<file path="config.mk">
export PLATFORM = sky130hd
export DESIGN_NAME = line_column_span_rasterizer
export DESIGN_NICKNAME = d
export VERILOG_FILES = /design/src/hw/rtl/lcsr_pkg.sv /design/src/hw/rtl/lcsr_fifo.sv /design/src/hw/rtl/lcsr_front.sv /design/src/hw/rtl/lcsr_back.sv /design/src/hw/rtl/line_column_span_rasterizer.sv
export SDC_FILE = /design/constraint.sdc
export NUM_CORES = 2
export LEC_CHECK = 0
export BUFFER_PORTS_ARGS = -buffer_cell sky130_fd_sc_hd__buf_4
export CORE_MARGIN = 2
export CORE_UTILIZATION = 30
export CTS_CLUSTER_DIAMETER = 30
export CTS_CLUSTER_SIZE = 20
export DETAILED_ROUTE_END_ITERATION = 6
export PLACE_DENSITY = 0.55
export REMOVE_ABC_BUFFERS = 1
export SLEW_MARGIN = 20
export SYNTH_ARGS = -nofsm -noshare
export SYNTH_HDL_FRONTEND = slang
export SYNTH_SLANG_ARGS = --single-unit
</file>
<file path="constraint.sdc">
create_clock -name clk -period 15.19 [get_ports clk]
set_clock_uncertainty 0.2 [all_clocks]
set_input_delay 1.519 -clock clk [delete_from_list [all_inputs] [get_ports clk]]
set_output_delay 1.519 -clock clk [all_outputs]
set_load 0.02 [all_outputs]
</file>
<file path="src/hw/rtl/lcsr_pkg.sv">
// shared types and constants of the column span rasterizer
package lcsr_pkg;

  typedef enum logic {
    KIND_START = 1'b0,
    KIND_STEP  = 1'b1
  } kind_t;

  localparam int SCREEN_BITS = 15;
  localparam int COLOUR_BITS = 32;
  localparam int CFG_INDEX_BITS = 4;

  localparam logic [CFG_INDEX_BITS-1:0] REG_SCREEN_WIDTH  = 4'd0;
  localparam logic [CFG_INDEX_BITS-1:0] REG_SCREEN_HEIGHT = 4'd1;

  localparam logic [SCREEN_BITS-1:0] SCREEN_WIDTH_RESET  = 15'd240;
  localparam logic [SCREEN_BITS-1:0] SCREEN_HEIGHT_RESET = 15'd120;

endpackage

</file>
<file path="src/hw/rtl/lcsr_fifo.sv">
// two-entry queue with the head always in the first slot
module lcsr_fifo #(
  parameter int DW = 8
) (
  input  logic          clk,
  input  logic          rst,
  input  logic          push,
  input  logic [DW-1:0] wdata,
  output logic          full,
  input  logic          pop,
  output logic [DW-1:0] rdata,
  output logic          empty
);

  logic [1:0]    count;
  logic [DW-1:0] slot0;
  logic [DW-1:0] slot1;
  logic          push_ok;
  logic          pop_ok;

  assign full    = (count == 2'd2);
  assign empty   = (count == 2'd0);
  assign push_ok = push && !full;
  assign pop_ok  = pop && !empty;
  assign rdata   = slot0;

  always_ff @(posedge clk) begin
    if (rst) begin
      count <= 2'd0;
    end else begin
      count <= count + {1'b0, push_ok} - {1'b0, pop_ok};
    end
  end

  always_ff @(posedge clk) begin
    if (pop_ok) begin
      if (count == 2'd2) begin
        slot0 <= slot1;
        if (push_ok) begin
          slot1 <= wdata;
        end
      end else if (push_ok) begin
        slot0 <= wdata;
      end
    end else if (push_ok) begin
      if (count == 2'd0) begin
        slot0 <= wdata;
      end else begin
        slot1 <= wdata;
      end
    end
  end

endmodule

</file>
<file path="src/hw/rtl/lcsr_front.sv">
// front end: takes items, runs the slope division and start setup, queues commands
module lcsr_front #(
  parameter int C = 16,
  parameter int F = 16,
  localparam int AW = C + F + 4,
  localparam int CMD_BITS = 2 + 4 * C + 2 * AW + lcsr_pkg::COLOUR_BITS
) (
  input  logic                   clk,
  input  logic                   rst,
  input  logic                   push,
  output logic                   full,
  input  logic                   kind,
  input  logic signed [C-1:0]    x_first,
  input  logic signed [C-1:0]    y_first,
  input  logic signed [C-1:0]    x_second,
  input  logic signed [C-1:0]    y_second,
  input  logic [31:0]            pixel_colour,
  output logic                   q_push,
  output logic [CMD_BITS-1:0]    q_data,
  input  logic                   q_full
);

  localparam int NB = C + 1 + F;
  localparam int SW = NB + 1;
  localparam int PW = SW + C + 3;
  localparam int CNTW = $clog2(NB);

  typedef struct packed {
    logic                  kind;
    logic                  vertical;
    logic signed [C-1:0]   col;
    logic signed [C-1:0]   endc;
    logic signed [C-1:0]   rl;
    logic signed [C-1:0]   rh;
    logic signed [AW-1:0]  vlo;
    logic signed [AW-1:0]  step2;
    logic [31:0]           colour;
  } cmd_t;

  typedef enum logic [4:0] {
    S_IDLE  = 5'b00001,
    S_DIV   = 5'b00010,
    S_SLOPE = 5'b00100,
    S_MUL   = 5'b01000,
    S_PUSH  = 5'b10000
  } state_t;

  state_t               state;
  logic signed [C-1:0]  xl, xu, yl, yu;
  logic [C:0]           dx;
  logic                 neg;
  logic [NB-1:0]        nsr;
  logic [C:0]           rem;
  logic [NB-1:0]        quo;
  logic [CNTW-1:0]      cnt;
  logic signed [SW-1:0] slope;
  cmd_t                 cmd_q;
  cmd_t                 step_cmd;

  logic                 accept;
  logic                 swap;
  logic signed [C-1:0]  xl_c, xu_c, yl_c, yu_c;
  logic signed [C:0]    dxs, dys;
  logic [C:0]           mag;
  logic [C+1:0]         rem_s;
  logic                 ge;
  logic signed [PW-1:0] prod;
  logic signed [PW-1:0] two_c;
  logic signed [PW-1:0] vdiff;

  assign full   = (state != S_IDLE) || q_full;
  assign accept = push && !full;

  always_comb begin
    swap = x_first > x_second;
    xl_c = swap ? x_second : x_first;
    yl_c = swap ? y_second : y_first;
    xu_c = swap ? x_first : x_second;
    yu_c = swap ? y_first : y_second;
    dxs  = {xu_c[C-1], xu_c} - {xl_c[C-1], xl_c};
    dys  = {yu_c[C-1], yu_c} - {yl_c[C-1], yl_c};
    mag  = dys[C] ? -dys : dys;
  end

  assign rem_s = {rem, nsr[NB-1]};
  assign ge    = rem_s >= {1'b0, dx};
  assign prod  = slope * $signed({1'b0, dx, 1'b1});
  assign two_c = PW'(yu) <<< (F + 1);
  assign vdiff = two_c - prod;

  always_comb begin
    step_cmd      = '0;
    step_cmd.kind = lcsr_pkg::KIND_STEP;
  end

  assign q_push = (state == S_PUSH) || (accept && (kind == lcsr_pkg::KIND_STEP));
  assign q_data = (state == S_PUSH) ? cmd_q : step_cmd;

  always_ff @(posedge clk) begin
    if (rst) begin
      state <= S_IDLE;
    end else begin
      case (state)
        S_IDLE: begin
          if (accept && (kind == lcsr_pkg::KIND_START)) begin
            state <= S_DIV;
          end
        end
        S_DIV: begin
          if (cnt == CNTW'(NB - 1)) begin
            state <= S_SLOPE;
          end
        end
        S_SLOPE: state <= S_MUL;
        S_MUL:   state <= S_PUSH;
        S_PUSH: begin
          if (!q_full) begin
            state <= S_IDLE;
          end
        end
        default: state <= S_IDLE;
      endcase
    end
  end

  always_ff @(posedge clk) begin
    case (state)
      S_IDLE: begin
        if (accept && (kind == lcsr_pkg::KIND_START)) begin
          xl  <= xl_c;
          xu  <= xu_c;
          yl  <= yl_c;
          yu  <= yu_c;
          dx  <= dxs;
          neg <= dys[C];
          nsr <= {mag, {F{1'b0}}};
          rem <= '0;
          quo <= '0;
          cnt <= '0;
          cmd_q.colour <= pixel_colour;
        end
      end
      S_DIV: begin
        rem <= ge ? (rem_s[C:0] - dx) : rem_s[C:0];
        quo <= {quo[NB-2:0], ge};
        nsr <= {nsr[NB-2:0], 1'b0};
        cnt <= cnt + 1'b1;
      end
      S_SLOPE: begin
        if (dx == '0) begin
          slope <= '0;
        end else if (neg) begin
          slope <= -$signed({1'b0, quo}) - SW'(rem != '0);
        end else begin
          slope <= $signed({1'b0, quo});
        end
      end
      S_MUL: begin
        cmd_q.kind     <= lcsr_pkg::KIND_START;
        cmd_q.vertical <= (dx == '0);
        cmd_q.col      <= xl;
        cmd_q.endc     <= xu;
        cmd_q.rl       <= (yl < yu) ? yl : yu;
        cmd_q.rh       <= (yl < yu) ? yu : yl;
        cmd_q.vlo      <= vdiff[AW-1:0];
        cmd_q.step2    <= AW'($signed({slope, 1'b0}));
      end
      default: begin
      end
    endcase
  end

endmodule

</file>
<file path="src/hw/rtl/lcsr_back.sv">
// back end: keeps the active line, steps the edge accumulator, clips spans
module lcsr_back #(
  parameter int C = 16,
  parameter int F = 16,
  localparam int AW = C + F + 4,
  localparam int CMD_BITS = 2 + 4 * C + 2 * AW + lcsr_pkg::COLOUR_BITS
) (
  input  logic                               clk,
  input  logic                               rst,
  input  logic [lcsr_pkg::SCREEN_BITS-1:0]   screen_width,
  input  logic [lcsr_pkg::SCREEN_BITS-1:0]   screen_height,
  input  logic [CMD_BITS-1:0]                q_data,
  input  logic                               q_empty,
  output logic                               q_pop,
  output logic                               empty,
  input  logic                               pop,
  output logic signed [C-1:0]                column_x,
  output logic [lcsr_pkg::SCREEN_BITS-1:0]   span_low_y,
  output logic [lcsr_pkg::SCREEN_BITS-1:0]   span_high_y,
  output logic [31:0]                        span_colour,
  output logic                               visible,
  output logic                               last
);

  localparam int SB = lcsr_pkg::SCREEN_BITS;
  localparam int YW = (C + 4 > SB + 2) ? C + 4 : SB + 2;
  localparam int ORW = C + 2 * SB + 34;

  typedef struct packed {
    logic                  kind;
    logic                  vertical;
    logic signed [C-1:0]   col;
    logic signed [C-1:0]   endc;
    logic signed [C-1:0]   rl;
    logic signed [C-1:0]   rh;
    logic signed [AW-1:0]  vlo;
    logic signed [AW-1:0]  step2;
    logic [31:0]           colour;
  } cmd_t;

  cmd_t                 cmd;
  logic                 active;
  logic                 vertical;
  logic signed [C-1:0]  x, endc, rl, rh;
  logic signed [AW-1:0] vlo, step2;
  logic [31:0]          colour;

  logic                 oq_full;
  logic                 emit;
  logic signed [AW-1:0] vhi;
  logic signed [YW-1:0] lo_f, hi_f, rlw, rhw, l1, h1, l2, h2, lo, hi;
  logic signed [YW-1:0] xw, sww, shw, lo_o, hi_o;
  logic                 vis, fin;
  logic [ORW-1:0]       o_wdata, o_rdata;

  assign cmd   = cmd_t'(q_data);
  assign q_pop = !q_empty && ((cmd.kind == lcsr_pkg::KIND_START) || !active || !oq_full);
  assign emit  = q_pop && (cmd.kind == lcsr_pkg::KIND_STEP) && active;
  assign vhi   = vlo + step2;

  always_comb begin
    lo_f = YW'($signed(vlo[AW-1:F+1]));
    hi_f = YW'($signed(vhi[AW-1:F+1]));
    rlw  = YW'(rl);
    rhw  = YW'(rh);
    l1   = (lo_f < rlw) ? rlw : lo_f;
    h1   = (hi_f > rhw) ? rhw : hi_f;
    l2   = (l1 > h1) ? h1 : l1;
    h2   = (l1 > h1) ? l1 : h1;
    lo   = vertical ? rlw : ((l2 < rlw) ? rlw : l2);
    hi   = vertical ? rhw : ((h2 > rhw) ? rhw : h2);
    xw   = YW'(x);
    sww  = $signed({{(YW - SB){1'b0}}, screen_width});
    shw  = $signed({{(YW - SB){1'b0}}, screen_height});
    vis  = (xw >= 0) && (xw < sww) && (hi >= 0) && (lo < shw);
    lo_o = '0;
    hi_o = '0;
    if (vis) begin
      lo_o = (lo < 0) ? '0 : lo;
      hi_o = (hi > shw - YW'(1)) ? shw - YW'(1) : hi;
    end
    fin  = vertical || (x >= endc);
  end

  assign o_wdata = {x, lo_o[SB-1:0], hi_o[SB-1:0], colour, vis, fin};

  always_ff @(posedge clk) begin
    if (rst) begin
      active <= 1'b0;
    end else if (q_pop) begin
      if (cmd.kind == lcsr_pkg::KIND_START) begin
        active <= 1'b1;
      end else if (emit && fin) begin
        active <= 1'b0;
      end
    end
  end

  always_ff @(posedge clk) begin
    if (q_pop && (cmd.kind == lcsr_pkg::KIND_START)) begin
      vertical <= cmd.vertical;
      x        <= cmd.col;
      endc     <= cmd.endc;
      rl       <= cmd.rl;
      rh       <= cmd.rh;
      vlo      <= cmd.vlo;
      step2    <= cmd.step2;
      colour   <= cmd.colour;
    end else if (emit && !fin) begin
      x   <= x + 1'b1;
      vlo <= vhi;
    end
  end

  lcsr_fifo #(.DW(ORW)) u_out_q (
    .clk   (clk),
    .rst   (rst),
    .push  (emit),
    .wdata (o_wdata),
    .full  (oq_full),
    .pop   (pop),
    .rdata (o_rdata),
    .empty (empty)
  );

  assign column_x    = $signed(o_rdata[ORW-1 -: C]);
  assign span_low_y  = o_rdata[2*SB+33 -: SB];
  assign span_high_y = o_rdata[SB+33 -: SB];
  assign span_colour = o_rdata[33:2];
  assign visible     = o_rdata[1];
  assign last        = o_rdata[0];

endmodule

</file>
<file path="src/hw/rtl/line_column_span_rasterizer.sv">
// top level of the column span line rasterizer
// A start beat (kind 0) loads two endpoints and a colour and yields no span; each step beat
// (kind 1) yields one span for the next column, left to right, with last set on the rightmost
// column, and a step with no line in progress yields nothing. Step beats are taken one per
// cycle while no start beat is in setup and the command queue has room. A start beat holds
// full high while the bit-serial slope divider runs (one quotient bit per cycle) and then
// through the slope sign fixup, the intercept multiply and the command queue hand-off, which
// waits while the command queue is full because unpopped spans stall the back end.
// Spans wait in a two-entry output queue, so input keeps flowing while a span is not yet
// popped. Screen size registers are written through the cfg port (always ready); write them
// only while no line work is in flight. No clearing pass is needed after reset.
module line_column_span_rasterizer #(
  parameter int COORD_BITS = 16,
  parameter int FRACTION_BITS = 16
) (
  input  logic                                   clk,
  input  logic                                   rst,
  // input side
  input  logic                                   push,
  output logic                                   full,
  input  logic                                   kind,
  input  logic signed [COORD_BITS-1:0]           x_first,
  input  logic signed [COORD_BITS-1:0]           y_first,
  input  logic signed [COORD_BITS-1:0]           x_second,
  input  logic signed [COORD_BITS-1:0]           y_second,
  input  logic [31:0]                            pixel_colour,
  // result side
  output logic                                   empty,
  input  logic                                   pop,
  output logic signed [COORD_BITS-1:0]           column_x,
  output logic [lcsr_pkg::SCREEN_BITS-1:0]       span_low_y,
  output logic [lcsr_pkg::SCREEN_BITS-1:0]       span_high_y,
  output logic [31:0]                            span_colour,
  output logic                                   visible,
  output logic                                   last,
  // register writes
  input  logic                                   cfg_valid,
  output logic                                   cfg_ready,
  input  logic [lcsr_pkg::CFG_INDEX_BITS-1:0]    cfg_index,
  input  logic [lcsr_pkg::SCREEN_BITS-1:0]       cfg_data
);

  // accumulator width and command word width, kept in step with front and back
  localparam int AW = COORD_BITS + FRACTION_BITS + 4;
  localparam int CMD_BITS = 2 + 4 * COORD_BITS + 2 * AW + lcsr_pkg::COLOUR_BITS;

  logic [lcsr_pkg::SCREEN_BITS-1:0] screen_width;
  logic [lcsr_pkg::SCREEN_BITS-1:0] screen_height;

  logic                q_push, q_full, q_pop, q_empty;
  logic [CMD_BITS-1:0] q_wdata, q_rdata;

  // register file, unknown indexes are dropped
  assign cfg_ready = 1'b1;

  always_ff @(posedge clk) begin
    if (rst) begin
      screen_width  <= lcsr_pkg::SCREEN_WIDTH_RESET;
      screen_height <= lcsr_pkg::SCREEN_HEIGHT_RESET;
    end else if (cfg_valid && cfg_ready) begin
      if (cfg_index == lcsr_pkg::REG_SCREEN_WIDTH) begin
        screen_width <= cfg_data;
      end else if (cfg_index == lcsr_pkg::REG_SCREEN_HEIGHT) begin
        screen_height <= cfg_data;
      end
    end
  end

  // front: orders endpoints, divides for the slope, seeds the half-column accumulator
  lcsr_front #(.C(COORD_BITS), .F(FRACTION_BITS)) u_front (
    .clk          (clk),
    .rst          (rst),
    .push         (push),
    .full         (full),
    .kind         (kind),
    .x_first      (x_first),
    .y_first      (y_first),
    .x_second     (x_second),
    .y_second     (y_second),
    .pixel_colour (pixel_colour),
    .q_push       (q_push),
    .q_data       (q_wdata),
    .q_full       (q_full)
  );

  // short command queue decouples the divider from the stepping
  lcsr_fifo #(.DW(CMD_BITS)) u_cmd_q (
    .clk   (clk),
    .rst   (rst),
    .push  (q_push),
    .wdata (q_wdata),
    .full  (q_full),
    .pop   (q_pop),
    .rdata (q_rdata),
    .empty (q_empty)
  );

  // back: one span per step of an active line, the accumulator advances by twice the slope per column
  lcsr_back #(.C(COORD_BITS), .F(FRACTION_BITS)) u_back (
    .clk           (clk),
    .rst           (rst),
    .screen_width  (screen_width),
    .screen_height (screen_height),
    .q_data        (q_rdata),
    .q_empty       (q_empty),
    .q_pop         (q_pop),
    .empty         (empty),
    .pop           (pop),
    .column_x      (column_x),
    .span_low_y    (span_low_y),
    .span_high_y   (span_high_y),
    .span_colour   (span_colour),
    .visible       (visible),
    .last          (last)
  );

endmodule

</file>
==> impl_table.tex <==
\begin{tabular}{lr}
\hline
Metric & Value \\
\hline
\multicolumn{2}{l}{\textbf{Floorplan}} \\
Starting Density & 0.302 \\
Die Y & 481 um \\
\# rows & about 170 \\
Core Box Area & roughly 230,000 sq um \\
IO Count & about 200 \\
Area of the die & roughly 230,000 sq um \\
Die width & between 400 and 500 um \\
\multicolumn{2}{l}{\textbf{Synthesis}} \\
YS warnings & 0 \\
Fraction of synthesized cell area in xor and xnor cells & 0.0261 \\
Multiplexer fraction of the synthesized cell area & 0.0497 \\
Adder-Cell Fraction of Synth Area & 0.197 \\
Register bit count reported by yosys & 1,055 \\
Complex-gate fraction of the synthesized area & 0.0828 \\
Netlist Area Pre-Place & between 60,000 and 70,000 sq um \\
Async set or reset register ratio after synthesis & 0 \\
Post-synth top flop & edfxtp\_1 \\
Number of enable-type register cells in the synthesized netlist & just over 1k \\
Mean area per synthesized cell & between 10 and 15 sq um \\
Synthesized instance count & approximately 6.1k \\
Sequential cell area fraction in the yosys report & 0.459 \\
Synth cell types & 94 \\
Simple-gate area share of the yosys netlist & 0.134 \\
Main combinational cell family by area after synthesis & adder cells \\
\multicolumn{2}{l}{\textbf{Layout}} \\
Most common cell after layout, fill and taps aside & edfxtp\_1 \\
Area of the multi-input gates & 33,600 sq um \\
Total area of sequential cells & about 31,000 sq um \\
Share of post-route cells with drive strength above 1 & 0.141 \\
Layout overhead on the synthesized area & 19.2\% \\
Commonest cells after routing, fill and taps aside & edfxtp\_1, nand2\_1, inv\_1 \\
Number of fillers in the final layout & between 20k and 25k \\
NumNets Final & approximately 7.3k \\
\multicolumn{2}{l}{\textbf{Global routing}} \\
Global-route usage over all layers & 0.160 \\
Grt ovf & 0 \\
Global-route wire length before repair & $\sim$290,000 um \\
Vias in the first global route & 46.9k \\
Antenna violations before repair & 5 \\
Largest net degree at the start of global routing & approximately 140 \\
\multicolumn{2}{l}{\textbf{STA}} \\
Highest attainable clock frequency & approximately 70 MHz \\
PnR worst setup slack & 0.933 ns \\
Clock period minus final worst setup slack & roughly 14 ns \\
Setup repair after global routing missed its margin & false \\
Hold violation count in the final report & 0 \\
Final setup violating endpoints & 0 \\
Number of max-slew violations in the final report & 0 \\
Worst Tran Pin Value & 1.22 ns \\
Max-slew headroom at the worst pin & 0.190 \\
Tcrit/Tclk final & 0.939 \\
\multicolumn{2}{l}{\textbf{Critical path}} \\
Required time at the endpoint of the critical path & about 16 ns \\
Critical-path maximum fanout & 32 \\
CP Data Arrival Time & $\sim$15 ns \\
Delay of the slowest critical-path stage & slightly above 0.6 ns \\
Cell mode on critical path & a21o\_1 \\
Crit start category & register \\
Worst r2r path cells & 56 \\
Setup CP Type & register to register \\
CP endpoint kind & register \\
Reg2reg setup slack & a little over 0.9 ns \\
RR Endpoint & u\_back.u\_out\_q.rdata[42] \\
Library cell contributing the largest single delay on the critical path & o221a\_2 \\
RR Startpoint & u\_back.step2[1] \\
\multicolumn{2}{l}{\textbf{Place}} \\
Final HPWL DP & 141,000 um \\
Placer's final routability congestion estimate & 0.963 \\
DP Worst Slack & between 0.8 and 0.9 ns \\
I/O Buffers & 202 \\
\multicolumn{2}{l}{\textbf{Worst hold path}} \\
Number of stages on the worst hold path & 0 \\
Hold Crit Endpoint & u\_back.colour[22] \\
Worst Min Path Start & u\_cmd\_q.rdata[22] \\
Path category of the worst min-delay check & register to register \\
\multicolumn{2}{l}{\textbf{Route}} \\
Initial detailed-routing violation count & around 3.4k \\
Number of remaining DRC errors & 0 \\
Total detailed-routing wirelength & $\sim$190,000 um \\
TritonRoute pass-1 iters & 5 \\
Detailed-route via count & 46.1k \\
Routed vias/inst & around 4.8 \\
Routed Antenna Nets & 0 \\
Wire length per cell & approximately 20 um \\
\multicolumn{2}{l}{\textbf{Clocking}} \\
TritonCTS clock tree & done \\
Sinks on the clock net & approximately 1.1k \\
Number of clock buffers inserted by TritonCTS & 225 \\
Clk root buf & clkbuf\_16 \\
CTS HTree Levels & 4 \\
Worst skew pair latency & around 0.86 ns \\
CTS-repair resized insts & 0 \\
CTS Buffer Depth & 3 \\
Number of buffers inserted by post-CTS setup repair & 0 \\
Hold-fix buffers, CTS & 0 \\
CTS clk-pin slew, worst paths & about 0.05 ns \\
\multicolumn{2}{l}{\textbf{Outcome}} \\
Run status & finished, final reports clean \\
\multicolumn{2}{l}{\textbf{Run}} \\
Max-cap viol count & 0 \\
\hline
\end{tabular}
## flip-flops by register name (all words and copies together), names as in the netlist, 17 cells and up
| name | cells |
|---|---|
| u_front.quo | 33 |
| u_cmd_q.rdata | 167 |
| u_back.u_out_q.rdata | 80 |
| u_back.step2 | 34 |
| u_back.colour | 32 |
| u_front.nsr | 17 |
| u_front.cmd_q | 166 |
| u_front.slope | 34 |
| u_back.vlo | 35 |
| u_back.u_out_q.slot1 | 80 |
| u_cmd_q.slot1 | 167 |
| u_front.dx | 17 |
| u_front.rem | 17 |
## cells in the mapped netlist (63+ instances only)
cell,instances,area share
a21o_1,85,0.0094
a21oi_1,221,0.016
and2_1,269,0.025
clkbuf_1,221,0.012
edfxtp_1,1015,0.45
fa_1,416,0.12
ha_1,400,0.073
inv_1,635,0.035
mux2_2,195,0.032
mux2i_1,113,0.017
nand2_1,743,0.041
nand3_1,122,0.0090
nor2_1,464,0.026
o21ai_0,191,0.014
xnor2_1,140,0.018
xor2_1,63,0.0081
## routing by layer
metal,vias up,part of all wire,track usage
li1,21800,-,-
met1,22800,0.48,0.228
met2,1243,0.45,0.248
met3,237,0.048,0.0255
met4,0,0.025,0.0475
met5,-,0,0
## worst max-delay path, delay by kind of cell (launching register included)
kind                     cells  cell delay (ns)
multiplexers                 2             0.76
buffers and inverters        4             0.50
AND/OR/NAND/NOR             14             3.35
flip-flops                   1             0.36
AO/OA/AOI/OAI               30             7.36
adder cells (fa/ha/maj)      6             1.56
## layout make-up
cell class / count / share of cell area
Multi-Input combinational cell: 4163 / 0.413
Sequential cell: 1055 / 0.385
Clock buffer: 257 / 0.0714
Tap cell: 2992 / 0.0461
Inverter: 650 / 0.0301
Clock inverter: 170 / 0.0278
Timing Repair Buffer: 282 / 0.0263
Antenna cell: 4 / 0.000123
## worst max path at each step
stage / slack (ns) / from / depth (start not counted) / end
after floorplan: -0.35 / u_back.step2[1] / 55 / u_back.u_out_q.rdata[50]
after global placement: 0.86 / u_back.step2[1] / 56 / u_back.u_out_q.rdata[35]
after detailed placement: 0.81 / u_back.step2[1] / 56 / u_back.u_out_q.rdata[42]
after CTS: 0.81 / u_back.step2[1] / 56 / u_back.u_out_q.rdata[42]
after global routing: 0.15 / u_back.step2[1] / 56 / u_back.u_out_q.rdata[46]
final: 0.93 / u_back.step2[1] / 56 / u_back.u_out_q.rdata[42]
## logic make-up after synthesis
group                    Yosys count
XOR/XNOR                         203
adder cells (fa/ha/maj)          826
AND/OR/NAND/NOR                 1965
AO/OA/AOI/OAI                    856
multiplexers                     312
buffers and inverters            909
flip-flops                      1055
other                              1
## metrics by stage
step,hold WS [ns],setup TNS [ns],cell area [sq um],cells,utilization
global route,0.142,0,81200,9571,0.360
global placement,0.201,0,73100,9140,0.325
CTS,0.140,0,81200,9567,0.360
floorplan,0.200,-8.56,67100,5868,-
finish,0.138,0,81200,9573,0.360
detailed placement,0.205,0,73100,9140,0.325
Power is left out: the tool's default activity adds up to more than one toggle a clock period on the data nets, which glitch-free logic cannot reach.
